File: config.mk
export PLATFORM = sky130hd
export DESIGN_NAME = sample_min_max_mean_core
export DESIGN_NICKNAME = d
export VERILOG_FILES = /design/src/design/smm_pkg.sv /design/src/design/sample_min_max_mean_core.sv /design/src/design/smm_stats.sv /design/src/design/smm_divider.sv
export SDC_FILE = /design/constraint.sdc
export NUM_CORES = 1
export LEC_CHECK = 0
export ABC_AREA = 1
export BUFFER_PORTS_ARGS = -buffer_cell sky130_fd_sc_hd__buf_2
export CAP_MARGIN = 25
export CORE_UTILIZATION = 42
export CTS_CLUSTER_SIZE = 28
export DETAILED_ROUTE_END_ITERATION = 8
export GPL_ROUTABILITY_DRIVEN = 0
export SKIP_LAST_GASP = 1
export SLEW_MARGIN = 20
export SYNTH_ARGS = -nofsm -noshare
export SYNTH_HDL_FRONTEND = slang
export SYNTH_SLANG_ARGS = --single-unit
File: constraint.sdc
create_clock -name clk -period 4.55 [get_ports clk]
set_input_delay 0.6825 -clock clk [delete_from_list [all_inputs] [get_ports clk]]
set_output_delay 0.6825 -clock clk [all_outputs]
set_load 0.03 [all_outputs]
File: src/design/smm_pkg.sv
`timescale 1ns / 1ps
// ============================================================================
// smm_pkg
// Shared types and constants for the sample min/max/mean core.
// ============================================================================
package smm_pkg;

  // Default widths for the top-level parameters
  localparam int CODE_BITS_DEF  = 24;
  localparam int COUNT_BITS_DEF = 16;

  // Fixed width of the discard register
  localparam int DISCARD_BITS = 8;

  // Configuration register indexes
  localparam int CFG_IDX_BITS = 1;
  localparam logic [CFG_IDX_BITS-1:0] CFG_DISCARD_COUNT = 1'd0;
  localparam logic [CFG_IDX_BITS-1:0] CFG_SAMPLE_COUNT  = 1'd1;

  // Sequencer states
  typedef enum logic [2:0] {
    ST_IDLE,
    ST_UPDATE,
    ST_DIV_LOAD,
    ST_DIV_WAIT,
    ST_FINISH
  } smm_state_t;

  // Commands from the sequencer to the statistics registers
  typedef struct packed {
    logic update;
    logic clear;
  } smm_stats_ctl_t;

endpackage

File: src/design/sample_min_max_mean_core.sv
`timescale 1ns / 1ps
// ============================================================================
// sample_min_max_mean_core
// Run statistics over signed converter codes: minimum, maximum and mean.
// ============================================================================
//
//  Channel | Direction | Handshake          | Payload
//  --------+-----------+--------------------+------------------------------------
//  in_     | input     | in_valid/in_ready  | in_sample_code
//  out_    | output    | out_valid/out_ready| out_min_value, out_max_value,
//          |           |                    | out_mean_value
//  cfg_    | input     | cfg_we (no wait)   | cfg_index, cfg_wdata
//
//  Each sample transaction is accepted in the idle step, then makes one pass
//  through the compare/add update of the statistics registers.
//  The closing sample of a run then passes through the load step, the
//  one-bit-per-cycle restoring divider and the wait step that sees it done,
//  then the finish step moves the result into the output register.
//  The output register holds a result until taken; the next run proceeds
//  meanwhile and stalls only in the finish step if a second result is ready.
//  Reset (synchronous, active low) clears the run and sets discard_count to 0
//  and sample_count to 1; there is no clearing pass.
//
// ============================================================================
module sample_min_max_mean_core
  import smm_pkg::*;
#(
  parameter int CODE_BITS  = CODE_BITS_DEF,
  parameter int COUNT_BITS = COUNT_BITS_DEF,
  parameter int CFG_DATA_BITS = (COUNT_BITS > DISCARD_BITS) ? COUNT_BITS : DISCARD_BITS
) (
  input  logic                            clk,
  input  logic                            rst_n,
  // sample transactions
  input  logic                            in_valid,
  output logic                            in_ready,
  input  logic signed [CODE_BITS-1:0]     in_sample_code,
  // result transactions
  output logic                            out_valid,
  input  logic                            out_ready,
  output logic signed [CODE_BITS-1:0]     out_min_value,
  output logic signed [CODE_BITS-1:0]     out_max_value,
  output logic signed [CODE_BITS-1:0]     out_mean_value,
  // configuration writes
  input  logic                            cfg_we,
  input  logic        [CFG_IDX_BITS-1:0]  cfg_index,
  input  logic        [CFG_DATA_BITS-1:0] cfg_wdata
);

  localparam int SUM_BITS = CODE_BITS + COUNT_BITS;

  smm_state_t                  state_r, state_nxt;
  smm_stats_ctl_t              stats_ctl;

  logic [DISCARD_BITS-1:0]     discard_count_r;
  logic [COUNT_BITS-1:0]       sample_count_r;
  logic [COUNT_BITS-1:0]       eff_count;

  logic signed [CODE_BITS-1:0] sample_r;

  logic                        run_last;
  logic signed [CODE_BITS-1:0] running_min;
  logic signed [CODE_BITS-1:0] running_max;
  logic        [SUM_BITS-1:0]  running_sum;

  logic                        div_start;
  logic                        div_busy;
  logic signed [CODE_BITS-1:0] div_quotient;

  logic                        out_valid_r, out_valid_nxt;
  logic                        out_load;
  logic signed [CODE_BITS-1:0] out_min_r, out_max_r, out_mean_r;

  // --------------------------------------------------------------------------
  // Configuration registers; a zero sample count acts as one
  // --------------------------------------------------------------------------
  always_ff @(posedge clk) begin
    if (!rst_n) begin
      discard_count_r <= '0;
      sample_count_r  <= COUNT_BITS'(1);
    end else if (cfg_we) begin
      unique case (cfg_index)
        CFG_DISCARD_COUNT: discard_count_r <= cfg_wdata[DISCARD_BITS-1:0];
        CFG_SAMPLE_COUNT:  sample_count_r  <= cfg_wdata[COUNT_BITS-1:0];
        default: ;
      endcase
    end
  end

  assign eff_count = (sample_count_r == '0) ? COUNT_BITS'(1) : sample_count_r;

  // --------------------------------------------------------------------------
  // Sequencer
  // --------------------------------------------------------------------------
  always_ff @(posedge clk) begin
    if (!rst_n) begin
      state_r <= ST_IDLE;
    end else begin
      state_r <= state_nxt;
    end
  end

  always_comb begin
    state_nxt        = state_r;
    in_ready         = 1'b0;
    stats_ctl.update = 1'b0;
    stats_ctl.clear  = 1'b0;
    div_start        = 1'b0;
    out_load         = 1'b0;
    unique case (state_r)
      ST_IDLE: begin
        in_ready = 1'b1;
        if (in_valid) state_nxt = ST_UPDATE;
      end
      ST_UPDATE: begin
        // fold the captured sample in; the closing sample starts the divide
        stats_ctl.update = 1'b1;
        state_nxt = run_last ? ST_DIV_LOAD : ST_IDLE;
      end
      ST_DIV_LOAD: begin
        div_start = 1'b1;
        state_nxt = ST_DIV_WAIT;
      end
      ST_DIV_WAIT: begin
        if (!div_busy) state_nxt = ST_FINISH;
      end
      ST_FINISH: begin
        // hold until the output register is free, then drop the run state
        if (!out_valid_r || out_ready) begin
          out_load        = 1'b1;
          stats_ctl.clear = 1'b1;
          state_nxt       = ST_IDLE;
        end
      end
      default: state_nxt = ST_IDLE;
    endcase
  end

  // capture the sample at acceptance; the update runs next cycle
  always_ff @(posedge clk) begin
    if (in_valid && in_ready) sample_r <= in_sample_code;
  end

  // --------------------------------------------------------------------------
  // Statistics registers and divider
  // --------------------------------------------------------------------------
  smm_stats #(
    .CODE_BITS  (CODE_BITS),
    .COUNT_BITS (COUNT_BITS)
  ) u_stats (
    .clk           (clk),
    .rst_n         (rst_n),
    .ctl           (stats_ctl),
    .sample        (sample_r),
    .discard_count (discard_count_r),
    .eff_count     (eff_count),
    .run_last      (run_last),
    .running_min   (running_min),
    .running_max   (running_max),
    .running_sum   (running_sum)
  );

  smm_divider #(
    .CODE_BITS  (CODE_BITS),
    .COUNT_BITS (COUNT_BITS)
  ) u_divider (
    .clk      (clk),
    .rst_n    (rst_n),
    .start    (div_start),
    .dividend (running_sum),
    .divisor  (eff_count),
    .busy     (div_busy),
    .quotient (div_quotient)
  );

  // --------------------------------------------------------------------------
  // Output register
  // --------------------------------------------------------------------------
  always_comb begin
    out_valid_nxt = out_valid_r;
    if (out_load) begin
      out_valid_nxt = 1'b1;
    end else if (out_valid_r && out_ready) begin
      out_valid_nxt = 1'b0;
    end
  end

  always_ff @(posedge clk) begin
    if (!rst_n) begin
      out_valid_r <= 1'b0;
    end else begin
      out_valid_r <= out_valid_nxt;
    end
  end

  always_ff @(posedge clk) begin
    if (out_load) begin
      out_min_r  <= running_min;
      out_max_r  <= running_max;
      out_mean_r <= div_quotient;
    end
  end

  assign out_valid      = out_valid_r;
  assign out_min_value  = out_min_r;
  assign out_max_value  = out_max_r;
  assign out_mean_value = out_mean_r;

  // --------------------------------------------------------------------------
  // Assertions
  // --------------------------------------------------------------------------
`ifndef SYNTHESIS
  a_div_starts: assert property (@(posedge clk) disable iff (!rst_n)
    div_start |=> div_busy)
    else $error("divider did not start after load");

  a_no_accept_while_dividing: assert property (@(posedge clk) disable iff (!rst_n)
    !(div_busy && in_ready))
    else $error("sample accepted while divider busy");

  a_result_from_finish: assert property (@(posedge clk) disable iff (!rst_n)
    $rose(out_valid_r) |-> $past(state_r == ST_FINISH))
    else $error("result raised outside finish step");
`endif

endmodule

File: src/design/smm_stats.sv
`timescale 1ns / 1ps
// ============================================================================
// smm_stats
// Running minimum, maximum, sum and run position, one update per command.
// ============================================================================
module smm_stats
  import smm_pkg::*;
#(
  parameter int CODE_BITS  = CODE_BITS_DEF,
  parameter int COUNT_BITS = COUNT_BITS_DEF
) (
  input  logic                                   clk,
  input  logic                                   rst_n,
  input  smm_stats_ctl_t                         ctl,
  input  logic signed [CODE_BITS-1:0]            sample,
  input  logic        [DISCARD_BITS-1:0]         discard_count,
  input  logic        [COUNT_BITS-1:0]           eff_count,
  output logic                                   run_last,
  output logic signed [CODE_BITS-1:0]            running_min,
  output logic signed [CODE_BITS-1:0]            running_max,
  output logic        [CODE_BITS+COUNT_BITS-1:0] running_sum
);

  localparam int SUM_BITS  = CODE_BITS + COUNT_BITS;
  localparam int POS_BITS  = COUNT_BITS + 1;
  localparam int LAST_BITS = ((COUNT_BITS > DISCARD_BITS) ? COUNT_BITS : DISCARD_BITS) + 1;

  localparam logic signed [CODE_BITS-1:0] CODE_MAX = {1'b0, {(CODE_BITS-1){1'b1}}};
  localparam logic signed [CODE_BITS-1:0] CODE_MIN = {1'b1, {(CODE_BITS-1){1'b0}}};

  logic        [POS_BITS-1:0]  position_r, position_nxt;
  logic signed [CODE_BITS-1:0] min_r, min_nxt;
  logic signed [CODE_BITS-1:0] max_r, max_nxt;
  logic        [SUM_BITS-1:0]  sum_r, sum_nxt;
  logic        [LAST_BITS-1:0] pos_ext;
  logic        [LAST_BITS-1:0] last_pos;
  logic                        counted;

  assign pos_ext  = LAST_BITS'(position_r);
  assign last_pos = LAST_BITS'(discard_count) + LAST_BITS'(eff_count) - LAST_BITS'(1);
  assign counted  = pos_ext >= LAST_BITS'(discard_count);
  assign run_last = pos_ext >= last_pos;

  always_comb begin
    position_nxt = position_r;
    min_nxt      = min_r;
    max_nxt      = max_r;
    sum_nxt      = sum_r;
    if (ctl.clear) begin
      position_nxt = '0;
      min_nxt      = CODE_MAX;
      max_nxt      = CODE_MIN;
      sum_nxt      = '0;
    end else if (ctl.update) begin
      if (counted) begin
        if (sample < min_r) min_nxt = sample;
        if (sample > max_r) max_nxt = sample;
        sum_nxt = sum_r + {{COUNT_BITS{sample[CODE_BITS-1]}}, sample};
      end
      // hold position on the closing sample; clear resets it
      if (!run_last) position_nxt = position_r + POS_BITS'(1);
    end
  end

  always_ff @(posedge clk) begin
    if (!rst_n) begin
      position_r <= '0;
      min_r      <= CODE_MAX;
      max_r      <= CODE_MIN;
      sum_r      <= '0;
    end else begin
      position_r <= position_nxt;
      min_r      <= min_nxt;
      max_r      <= max_nxt;
      sum_r      <= sum_nxt;
    end
  end

  assign running_min = min_r;
  assign running_max = max_r;
  assign running_sum = sum_r;

endmodule

File: src/design/smm_divider.sv
`timescale 1ns / 1ps
// ============================================================================
// smm_divider
// Restoring divider, one quotient bit per cycle, signed dividend truncated
// toward zero and saturated to the code range.
// ============================================================================
module smm_divider
  import smm_pkg::*;
#(
  parameter int CODE_BITS  = CODE_BITS_DEF,
  parameter int COUNT_BITS = COUNT_BITS_DEF
) (
  input  logic                                   clk,
  input  logic                                   rst_n,
  input  logic                                   start,
  input  logic        [CODE_BITS+COUNT_BITS-1:0] dividend,
  input  logic        [COUNT_BITS-1:0]           divisor,
  output logic                                   busy,
  output logic signed [CODE_BITS-1:0]            quotient
);

  localparam int SUM_BITS  = CODE_BITS + COUNT_BITS;
  localparam int STEP_BITS = $clog2(SUM_BITS + 1);

  localparam logic signed [CODE_BITS-1:0] CODE_MAX = {1'b0, {(CODE_BITS-1){1'b1}}};
  localparam logic signed [CODE_BITS-1:0] CODE_MIN = {1'b1, {(CODE_BITS-1){1'b0}}};

  logic [SUM_BITS-1:0]   acc_r, acc_nxt;
  logic [COUNT_BITS-1:0] rem_r, rem_nxt;
  logic [COUNT_BITS-1:0] div_r;
  logic                  neg_r;
  logic [STEP_BITS-1:0]  step_r, step_nxt;
  logic                  busy_r, busy_nxt;
  logic [COUNT_BITS:0]   trial;
  logic                  fits;
  logic                  q_high;

  assign trial = {rem_r, acc_r[SUM_BITS-1]};
  assign fits  = trial >= {1'b0, div_r};

  always_comb begin
    acc_nxt  = acc_r;
    rem_nxt  = rem_r;
    step_nxt = step_r;
    busy_nxt = busy_r;
    if (start) begin
      acc_nxt  = dividend[SUM_BITS-1] ? (~dividend + SUM_BITS'(1)) : dividend;
      rem_nxt  = '0;
      step_nxt = STEP_BITS'(SUM_BITS);
      busy_nxt = 1'b1;
    end else if (busy_r) begin
      // the remainder stays below the divisor, so it fits COUNT_BITS
      rem_nxt  = fits ? COUNT_BITS'(trial - {1'b0, div_r}) : trial[COUNT_BITS-1:0];
      acc_nxt  = {acc_r[SUM_BITS-2:0], fits};
      step_nxt = step_r - STEP_BITS'(1);
      if (step_r == STEP_BITS'(1)) busy_nxt = 1'b0;
    end
  end

  always_ff @(posedge clk) begin
    if (!rst_n) begin
      busy_r <= 1'b0;
      step_r <= '0;
    end else begin
      busy_r <= busy_nxt;
      step_r <= step_nxt;
    end
  end

  always_ff @(posedge clk) begin
    acc_r <= acc_nxt;
    rem_r <= rem_nxt;
    if (start) begin
      div_r <= divisor;
      neg_r <= dividend[SUM_BITS-1];
    end
  end

  // magnitude at or above half the code range saturates
  assign q_high = |acc_r[SUM_BITS-1:CODE_BITS-1];

  always_comb begin
    if (q_high) begin
      quotient = neg_r ? CODE_MIN : CODE_MAX;
    end else if (neg_r) begin
      quotient = -$signed(acc_r[CODE_BITS-1:0]);
    end else begin
      quotient = $signed(acc_r[CODE_BITS-1:0]);
    end
  end

  assign busy = busy_r;

endmodule

Word level (Yosys, flattened, before mapping)

Index checks and enable logic that the tools add are counted.

Add/sub/neg operators: 8
Bitwise operators: 4
Reductions and logical operators: 18
Multiplexer cells: 25
Equal/unequal tests: 8
Order comparisons: 5

Operators by type and width:

| cell                                                | count |
|---|---|
| 2-to-1 mux 40 bit                                   | 3 |
| 2-to-1 mux 24 bit                                   | 3 |
| adder 40 x 1 -> 40 bit (second input constant)      | 1 |
| adder 40 bit                                        | 1 |
| NOT 40 bit                                          | 1 |
| 2-to-1 mux 16 bit                                   | 2 |
| greater-than comparator 24 bit                      | 1 |
| less-than comparator 24 bit                         | 1 |
| negator 24 bit                                      | 1 |
| adder 17 x 1 -> 17 bit (second input constant)      | 1 |
| adder 8 x 16 -> 17 bit                              | 1 |
| greater-or-equal comparator 17 x 16 -> 1 bit        | 1 |
| greater-or-equal comparator 17 bit                  | 1 |
| greater-or-equal comparator 17 x 8 -> 1 bit         | 1 |
| OR reduction 17 bit                                 | 1 |
| subtractor 17 x 1 -> 17 bit (second input constant) | 1 |
| logical NOT 16 bit                                  | 1 |
| subtractor 16 bit                                   | 1 |
| one-hot mux 3 bit (5 select lines)                  | 1 |
| 2-to-1 mux 6 bit                                    | 2 |
| 2-to-1 mux 1 bit                                    | 10 |
| 2-to-1 mux 3 bit                                    | 3 |
| AND reduction 3 bit                                 | 3 |
| AND reduction 2 bit                                 | 4 |
| 14 further kinds                                    | 22 |

Word-level logic and storage cells: 87
Output and inout port bits: 74
Register bits: 309

Logic depth before layout (Yosys ltp)

Gate-level depths: netlist of the first run.

Word-level depth: 7
Mapped depth: 28
Depth with buffers taken out: 27

Hierarchy

A second synthesis of the first run with hierarchy kept.

Cell total of the unflattened synthesis: 2758
Area, all modules: 20270.7 sq um

By module, submodules not included:

| module                   | times used | area an instance (sq um) | sequential area each (sq um) | cells each |
|---|---|---|---|---|
| smm_stats                | 1          | 9731.8                   | 2102.0                       | 1532 |
| smm_divider              | 1          | 6407.4                   | 2172.1                       | 959 |
| sample_min_max_mean_core | 1          | 4131.5                   | 3443.3                       | 267 |

Worst setup path before layout of the first run

OpenSTA, ideal clock, no wires.

Kind: input to register
Start point: input out_ready
End point: register u_stats.position_r[0], in the netlist u_stats.pos_ext[0]
Path buffers: 2
Path slack: -0.213 ns
Library setup time: 0.116 ns
Required time: 4.434 ns
Data arrival time: 4.647 ns
Stages on the path: 9
Path through: nor2_1 -> nor2_1 -> inv_1 -> nand2_1 -> inv_1 -> buf_2 -> clkbuf_1 -> o21ai_0 -> nor2_1

Word-level cells in the longest chain between the ends: 4

Ends and longest elaborated chain:

| element                       | RTL line                        | text |
|---|---|---|
| start, declared               | sample_min_max_mean_core.sv:40  | `input logic out_ready,` |
| logical OR 1 bit              | sample_min_max_mean_core.sv:129 | `if (!out_valid_r \|\| out_ready) begin` |
| 2-to-1 mux 1 bit (2 in a row) | n/a                             |  |
| named net out_load            | sample_min_max_mean_core.sv:71  | `logic out_load;` |
| OR reduction 2 bit (no line)  | n/a                             |  |
| end signal, assigned          | smm_stats.sv:72                 | `position_r <= position_nxt;` |
| end, declared                 | smm_stats.sv:31                 | `logic [POS_BITS-1:0] position_r, position_nxt;` |

The timed path passes the listed nets, and every way through them passes these cells.
A chain may end at the register's enable or synchronous reset.

Worst setup path after layout of the first run

Start point: register sample_count_r[7]
End point: register u_stats.position_r[16], in the netlist u_stats.pos_ext[16]

Word-level cells in the longest chain between the ends: 7

Ends and longest elaborated chain:

| element                              | RTL line                       | text |
|---|---|---|
| start, declared                      | sample_min_max_mean_core.sv:56 | `logic [COUNT_BITS-1:0] sample_count_r;` |
| start signal, assigned               | sample_min_max_mean_core.sv:84 | `CFG_SAMPLE_COUNT: sample_count_r <= cfg_wdata[COUNT_BITS-1:0];` |
| logical NOT 16 bit                   | sample_min_max_mean_core.sv:90 | `assign eff_count = (sample_count_r == '0) ? COUNT_BITS'(1) : sample_count_r;` |
| 2-to-1 mux 16 bit *                  | sample_min_max_mean_core.sv:90 |  |
| adder 8 x 16 -> 17 bit *             | smm_stats.sv:40                | `assign last_pos = LAST_BITS'(discard_count) + LAST_BITS'(eff_count) - LAST_BITS'(1);` |
| subtractor 17 x 1 -> 17 bit *        | smm_stats.sv:40                |  |
| greater-or-equal comparator 17 bit * | smm_stats.sv:42                | `assign run_last = pos_ext >= last_pos;` |
| NOT 1 bit (no line) *                | n/a                            |  |
| AND reduction 2 bit (no line) *      | n/a                            |  |

Every way passes the cells marked *; elsewhere a longest branch is shown, timed or not.

==> flow_metrics.env, run 1 <==
export IMPL_antenna_cells=0
export IMPL_cts_buffers=38
export IMPL_grt_pass1_vias=16325
export IMPL_post_dp_hpwl_um=40400
export IMPL_cts_hold_buf=0
export IMPL_synth_edf_count=153
export IMPL_finalCritPeriodShare=0.932
export IMPL_drt_initial_drc_count=1372
export IMPL_nets=2989
export IMPL_worstSetupEndpointType="flop"
export IMPL_syn_nets=2864
export IMPL_ant_nets=0
export IMPL_grt_ovfl_total=0
export IMPL_synthFlopType="dfxtp_1"
export IMPL_cp_start_kind="flop"
export IMPL_grt_pass1_wl_um=84100
export IMPL_setup_viol=0
export IMPL_htreeDepth=2
export IMPL_vias=17632
export IMPL_cts_tree="done"
export IMPL_fill_cells=4618
export IMPL_p_per_area_nw_per_um2=359
export IMPL_peakVddDrop_mv=0.223
export IMPL_fin_hold_ws_ps=275
export IMPL_outcome="complete, no violations"
export IMPL_vias_per_cell=5.16
export IMPL_synth_adder_area_share=0.104
export IMPL_first_pass_iters=6
export IMPL_synth_top_family_by_area="simple AND/OR/NAND/NOR gates"
export IMPL_min_period_ps=4240
export IMPL_ys_warn_count=0
export IMPL_multi_input_area_um2=10400
export IMPL_crit_required_ps=5050
export IMPL_critical_path_max_stage_delay_ps=350
export IMPL_slew_viol_final=0
export IMPL_cts_sinks=309
export IMPL_ys_ff_latch=309
export IMPL_pin_count=120
export IMPL_hold_violations=0
export IMPL_synth_xor_area_share=0.0474
export IMPL_final_common_cell="nand2_1"
export IMPL_areaGrowthSynthToFinish_pct=13.7
export IMPL_die_height_um=219
export IMPL_cap_violations=0
export IMPL_synth_compound_area_frac=0.111
export IMPL_most_common_layout_cells="nand2_1 (608), inv_1 (358), nor2_1 (302)"
export IMPL_fp_row_count=79
export IMPL_fmaxAchievable_mhz=236
export IMPL_clk_pin_slew_ps=60
export IMPL_hold_path_class="input port to flop"
export IMPL_wl_per_cell_um=15.4
export IMPL_clock_path_buffers=3
export IMPL_syn_area_per_cell_um2=7.44
export IMPL_worstSetupPathType="flop to flop"
export IMPL_cp_max_fo=5
export IMPL_fin_util=0.484
export IMPL_drc=0
export IMPL_antenna_found_initial=0
export IMPL_syn_area_um2=19800
export IMPL_clockRootBuffer="clkbuf_16"
export IMPL_dieArea_um2=47900
export IMPL_clock_latency_ps=580
export IMPL_totalWireLength_um=52700
export IMPL_synthSimpleGateAreaFrac=0.262
export IMPL_regArea_um2=7720
export IMPL_fp_dieW_um=219
export IMPL_synth_mux_area_frac=0
export IMPL_portBuffers=119
export IMPL_grt_max_degree=73
export IMPL_syn_inst=2656
export IMPL_slowest_stage="fa_2"
export IMPL_ys_seq_area_frac=0.390
export IMPL_relSlewSlack=0.364
export IMPL_drive_gt1_frac=0.0896
export IMPL_start_util=0.425
export IMPL_power_leakage_nw=10.4
export IMPL_synth_cell_types=47
export IMPL_skew_ps=28.9
export IMPL_grt_usage=0.219
export IMPL_tightestPinTransition_ps=952
export IMPL_async_flop_share=0
export IMPL_core_um2=46500
export IMPL_critical_path_arrival_ps=4730
-- worst paths after layout --
path / from / to / slack [ps] / cells after the start
min reg2reg: sample_count_r[3] / u_divider.div_r[3] / 430 / 0
max reg2reg: sample_count_r[7] / u_stats.pos_ext[16] / 310 / 26
max: sample_count_r[7] / u_stats.pos_ext[16] / 310 / 26
min: in_sample_code[20] / sample_r[20] / 280 / 1
-- cell type report --
cell class                      count  share of cell area
Sequential cell                   309               0.343
Inverter                          364              0.0609
Tap cell                          607              0.0338
Timing Repair Buffer              159              0.0413
Multi-Input combinational cell   1909               0.465
Clock inverter                     26              0.0127
Clock buffer                       44              0.0433
-- synthesized netlist by cell type, types with 29 or more instances --
cell type    n  share of area
nand2_1    609           0.12
inv_1      359          0.068
nor2_1     307          0.058
a21oi_1    196          0.050
o21ai_0    171          0.043
nand3_1    164          0.042
ha_1       159           0.10
dfxtp_1    156           0.16
edfxtp_1   153           0.23
xor2_1      78          0.035
nand4_1     61          0.019
clkbuf_1    47         0.0089
nor3_1      31         0.0078
xnor2_1     29          0.013
-- metal layers --
layer  track usage  vias to the layer above  part of all wire
met5             0                        -                 0
met4        0.0528                        0             0.020
met3        0.0420                       75             0.064
met2         0.338                      442              0.44
met1         0.314                     8097              0.48
li1              -                     9018                 -
-- state kept, by name (all words and copies together) (netlist names), 17 cells and up --
register,count
out_max_value,24
out_mean_value,24
out_min_value,24
u_stats.running_min,24
sample_r,24
u_stats.pos_ext,17
u_divider.acc_r,40
u_stats.running_max,24
u_stats.running_sum,40
-- metrics by stage --
stage / setup slack [ps] / total power [mW] / setup TNS [ps] / cell area, µm² / std cells
after floorplan: 8.88 / 4.51 / 0 / 19800 / 2656
after global placement: -274 / 4.98 / -4440 / 21100 / 3344
after detailed placement: -459 / 5.01 / -7040 / 21100 / 3344
after CTS: 86.3 / 8.08 / 0 / 22400 / 3414
after global routing: -3.89 / 8.51 / -3.89 / 22500 / 3418
final: 311 / 8.07 / 0 / 22500 / 3418
-- cell families after synthesis --
family	after synthesis
xor+xnor	107
compound gates	417
flops	309
fa+ha+maj	162
buf+inv	438
simple gates	1223
-- timing repair --
item	4_1_cts	5_1_grt
pin swaps	0	8
resized for setup	3	16
setup endpoints to repair	17	18
buffers inserted	0	2
gates cloned	0	1
-- power by group --
| part | switching (mW) | total (mW) | internal (mW) | leakage [nW] |
|---|---|---|---|---|
| logic | 1.20 | 1.85 | 0.642 | 7.16 |
| registers | 0.140 | 3.17 | 3.03 | 2.66 |
| clock network | 1.26 | 3.06 | 1.79 | 0.615 |
-- critical path: cells and delay by family, from the launching register on --
family,cells,cell delay (ps)
buffers and inverters,5,440
flip-flops,1,330
AND/OR/NAND/NOR,11,1530
adder cells (fa/ha/maj),4,1010
XOR/XNOR,1,160
AO/OA/AOI/OAI,5,700
Note: power is estimated with default switching activity, not from simulation.
==> inputs of run 2 (changes only) <==
ABC_AREA = default   (was 1)
==> run 2 against run 1 <==
Against the previous run:
- the run now ends with setup timing left
- highest routed layer unchanged
- cell count is 22% lower
- count of clock-buffer cells in the layout is 11 higher
- global-route usage is 1.8 points lower
- synthesized area is 8.2% lower
- largest power group unchanged
- synthesized cell count is 26% lower
- sequential cell count stayed put
- register-to-register slack worse by 720 ps
- final area is 6.3% lower
- sequential power is 3% higher
- combinational power is 9% higher
- core utilization is 1.5 points higher
- clock power is 2% lower
- critical path type unchanged
==> flow_metrics.env, run 2 <==
export IMPL_synth_top_area_cell="edfxtp_1"
export IMPL_violations="setup timing"
export IMPL_clockRootBuffer="clkbuf_16"
export IMPL_synth_adder_area_share=0.113
export IMPL_synth_most_common_cell="nand2_1"
export IMPL_nets=2314
export IMPL_die_height_um=210
export IMPL_critical_path_arrival_ps=5450
export IMPL_rsz0062_at_grt="yes"
export IMPL_wl_per_cell_um=16.5
export IMPL_relSlewSlack=0.335
export IMPL_cts_hold_buf=0
export IMPL_power_leakage_nw=8.93
export IMPL_post_dp_hpwl_um=32500
export IMPL_rr_worst_depth=28
export IMPL_min_period_ps=4960
export IMPL_worstSetupPathType="flop to flop"
export IMPL_slowest_stage="or4_4"
export IMPL_areaGrowthSynthToFinish_pct=16.1
export IMPL_synth_area_leaders="edfxtp_1 (25%), dfxtp_1 (17%), ha_1 (11%)"
export IMPL_finalCritPeriodShare=1.09
export IMPL_syn_area_per_cell_um2=9.19
export IMPL_grt_pass1_wl_um=71700
export IMPL_syn_inst=1973
export IMPL_async_flop_share=0
export IMPL_setup_worst_path_end="u_stats.pos_ext[15]"
export IMPL_regToRegStartpoint="sample_count_r[13]"
export IMPL_clk_pin_slew_ps=60
export IMPL_ys_top_cells_by_count="nand2_1 (234), inv_1 (165), ha_1 (159)"
export IMPL_slew_viol_final=0
export IMPL_synth_compound_area_frac=0.178
export IMPL_peakVddDrop_mv=0.286
export IMPL_first_pass_iters=5
export IMPL_antenna_cells=0
export IMPL_grt_pass1_vias=13757
export IMPL_setup_viol=18
export IMPL_grt_usage=0.202
export IMPL_synthSimpleGateAreaFrac=0.154
export IMPL_antenna_found_initial=0
export IMPL_fp_dieW_um=210
export IMPL_ys_warn_count=0
export IMPL_syn_area_um2=18100
export IMPL_synth_edf_count=153
export IMPL_ys_ff_latch=309
export IMPL_syn_nets=2181
export IMPL_crit_reg2reg_capture="u_stats.pos_ext[15]"
export IMPL_synth_cell_types=80
export IMPL_hold_path_class="input port to flop"
export IMPL_vias=14468
export IMPL_cts_tree="done"
export IMPL_final_setup_tns_ps=-4110
export IMPL_start_util=0.429
export IMPL_cap_violations=0
export IMPL_synthFlopType="dfxtp_1"
export IMPL_drive_gt1_frac=0.144
export IMPL_ant_nets=0
export IMPL_cts_sinks=309
export IMPL_final_common_cell="nand2_1"
export IMPL_core_um2=42200
export IMPL_synth_mux_area_frac=0.0250
export IMPL_cp_startpoint="sample_count_r[13]"
export IMPL_cp_max_fo=3
export IMPL_clock_path_buffers=3
export IMPL_synth_top_family_by_area="compound AO/OA/AOI/OAI gates"
export IMPL_dieArea_um2=44000
export IMPL_fin_util=0.499
export IMPL_htreeDepth=2
export IMPL_critical_path_max_stage_delay_ps=420
export IMPL_crit_required_ps=5040
export IMPL_fmaxAchievable_mhz=201
export IMPL_fp_row_count=75
export IMPL_synth_xor_area_share=0.0512
export IMPL_synth_top_cell_area_share=0.253
export IMPL_cp_start_kind="flop"
export IMPL_r2r_slack_ps=-410
export IMPL_hold_violations=0
export IMPL_worstSetupEndpointType="flop"
export IMPL_cts_buffers=38
export IMPL_tightestPinTransition_ps=996
export IMPL_drc=0
export IMPL_grt_ovfl_total=0
export IMPL_cp_common_cell="inv_2"
export IMPL_grt_max_degree=91
export IMPL_ys_seq_area_frac=0.426
export IMPL_drt_initial_drc_count=896
export IMPL_fin_ws_ps=-414
export IMPL_most_common_layout_cells="nand2_1 (231), inv_1 (159), ha_1 (156)"
export IMPL_portBuffers=119
export IMPL_clock_latency_ps=540
export IMPL_vias_per_cell=5.41
export IMPL_outcome="complete, but fails checks"
export IMPL_p_per_area_nw_per_um2=393
export IMPL_skew_ps=12.9
export IMPL_totalWireLength_um=44100
export IMPL_pin_count=120
==> run 2: changes by cell type after synthesis, moves of 26 or more <==
cell / change
mux2i_1: +43
nand4_1: -36
clkbuf_1: +34
nor2_1: -174
nand3_1: -130
o21ai_0: -58
a21o_1: +37
nand2_1: -375
a21oi_1: -55
inv_1: -194
nor2b_1: +26
o211ai_1: +26
==> run 2: kinds of logic after synthesis <==
family | Yosys count
adders and majority gates | 162
xor gates and xnor gates | 106
DFF | 309
buffers and inverters | 255
AOI/OAI and AO/OA | 503
muxes | 45
and+or+nand+nor | 593
==> run 2: worst max-delay path, delay by kind of cell (launching register included) <==
kind	cells	cell delay [ps]
XOR/XNOR	1	200
AND/OR/NAND/NOR	5	1150
flip-flops	1	320
AO/OA/AOI/OAI	12	1840
buffers and inverters	5	300
adder cells (fa/ha/maj)	5	1110
==> run 2: area by class of cell <==
cell class                 instances  area, µm²
timing repair buffer             181       1090
sequential                       309       7720
inverter                         167        628
clock buffer                      55       1090
tap                              539        674
multi-input combinational       1409       9700
fill                            3999      21200
clock inverter                    14        144
==> run 2: how the worst min path moves through the flow <==
stage / startpoint / endpoint / slack [ps] / cells after the start
final: in_sample_code[14] / sample_r[14] / 310 / 1
after global routing: in_sample_code[14] / sample_r[14] / 280 / 1
after CTS: in_sample_code[14] / sample_r[14] / 280 / 1
after detailed placement: u_stats.running_min[17] / out_min_value[17] / 420 / 0
after global placement: u_stats.running_min[1] / out_min_value[1] / 420 / 0
after floorplan: u_stats.running_min[10] / out_min_value[10] / 410 / 0
==> run 2: power breakdown <==
part	total, mW	switching (mW)	internal, mW
combinational	2.01	1.12	0.886
sequential	3.28	0.187	3.09
clock	2.99	1.15	1.83
total	8.27	2.46	5.81
==> run 2: per-layer routing <==
| metal | GRT usage | vias up | routed length [µm] |
|---|---|---|---|
| met1 | 0.277 | 6848 | 21300 |
| met3 | 0.0301 | 64 | 1510 |
| met5 | 0 | - | 0 |
| met2 | 0.329 | 241 | 20400 |
| met4 | 0.0559 | 0 | 883 |
| li1 | - | 7315 | - |
==> run 2: timing repair <==
action	in CTS	in global routing
setup endpoints to repair	18	18
resized for setup	13	21
setup buffers	6	4
gates cloned	0	0
pin swaps	16	21
==> run 2: stage by stage <==
stage,power (mW),hold WS [ps],cell area [µm²],setup slack [ps],instances
global route,8.72,284,21100,-661,2674
CTS,8.33,281,20900,-318,2669
finish,8.27,315,21100,-414,2674
global placement,5.25,416,19600,-329,2594
floorplan,4.78,408,18300,-312,1973
detailed placement,5.29,415,19600,-444,2594
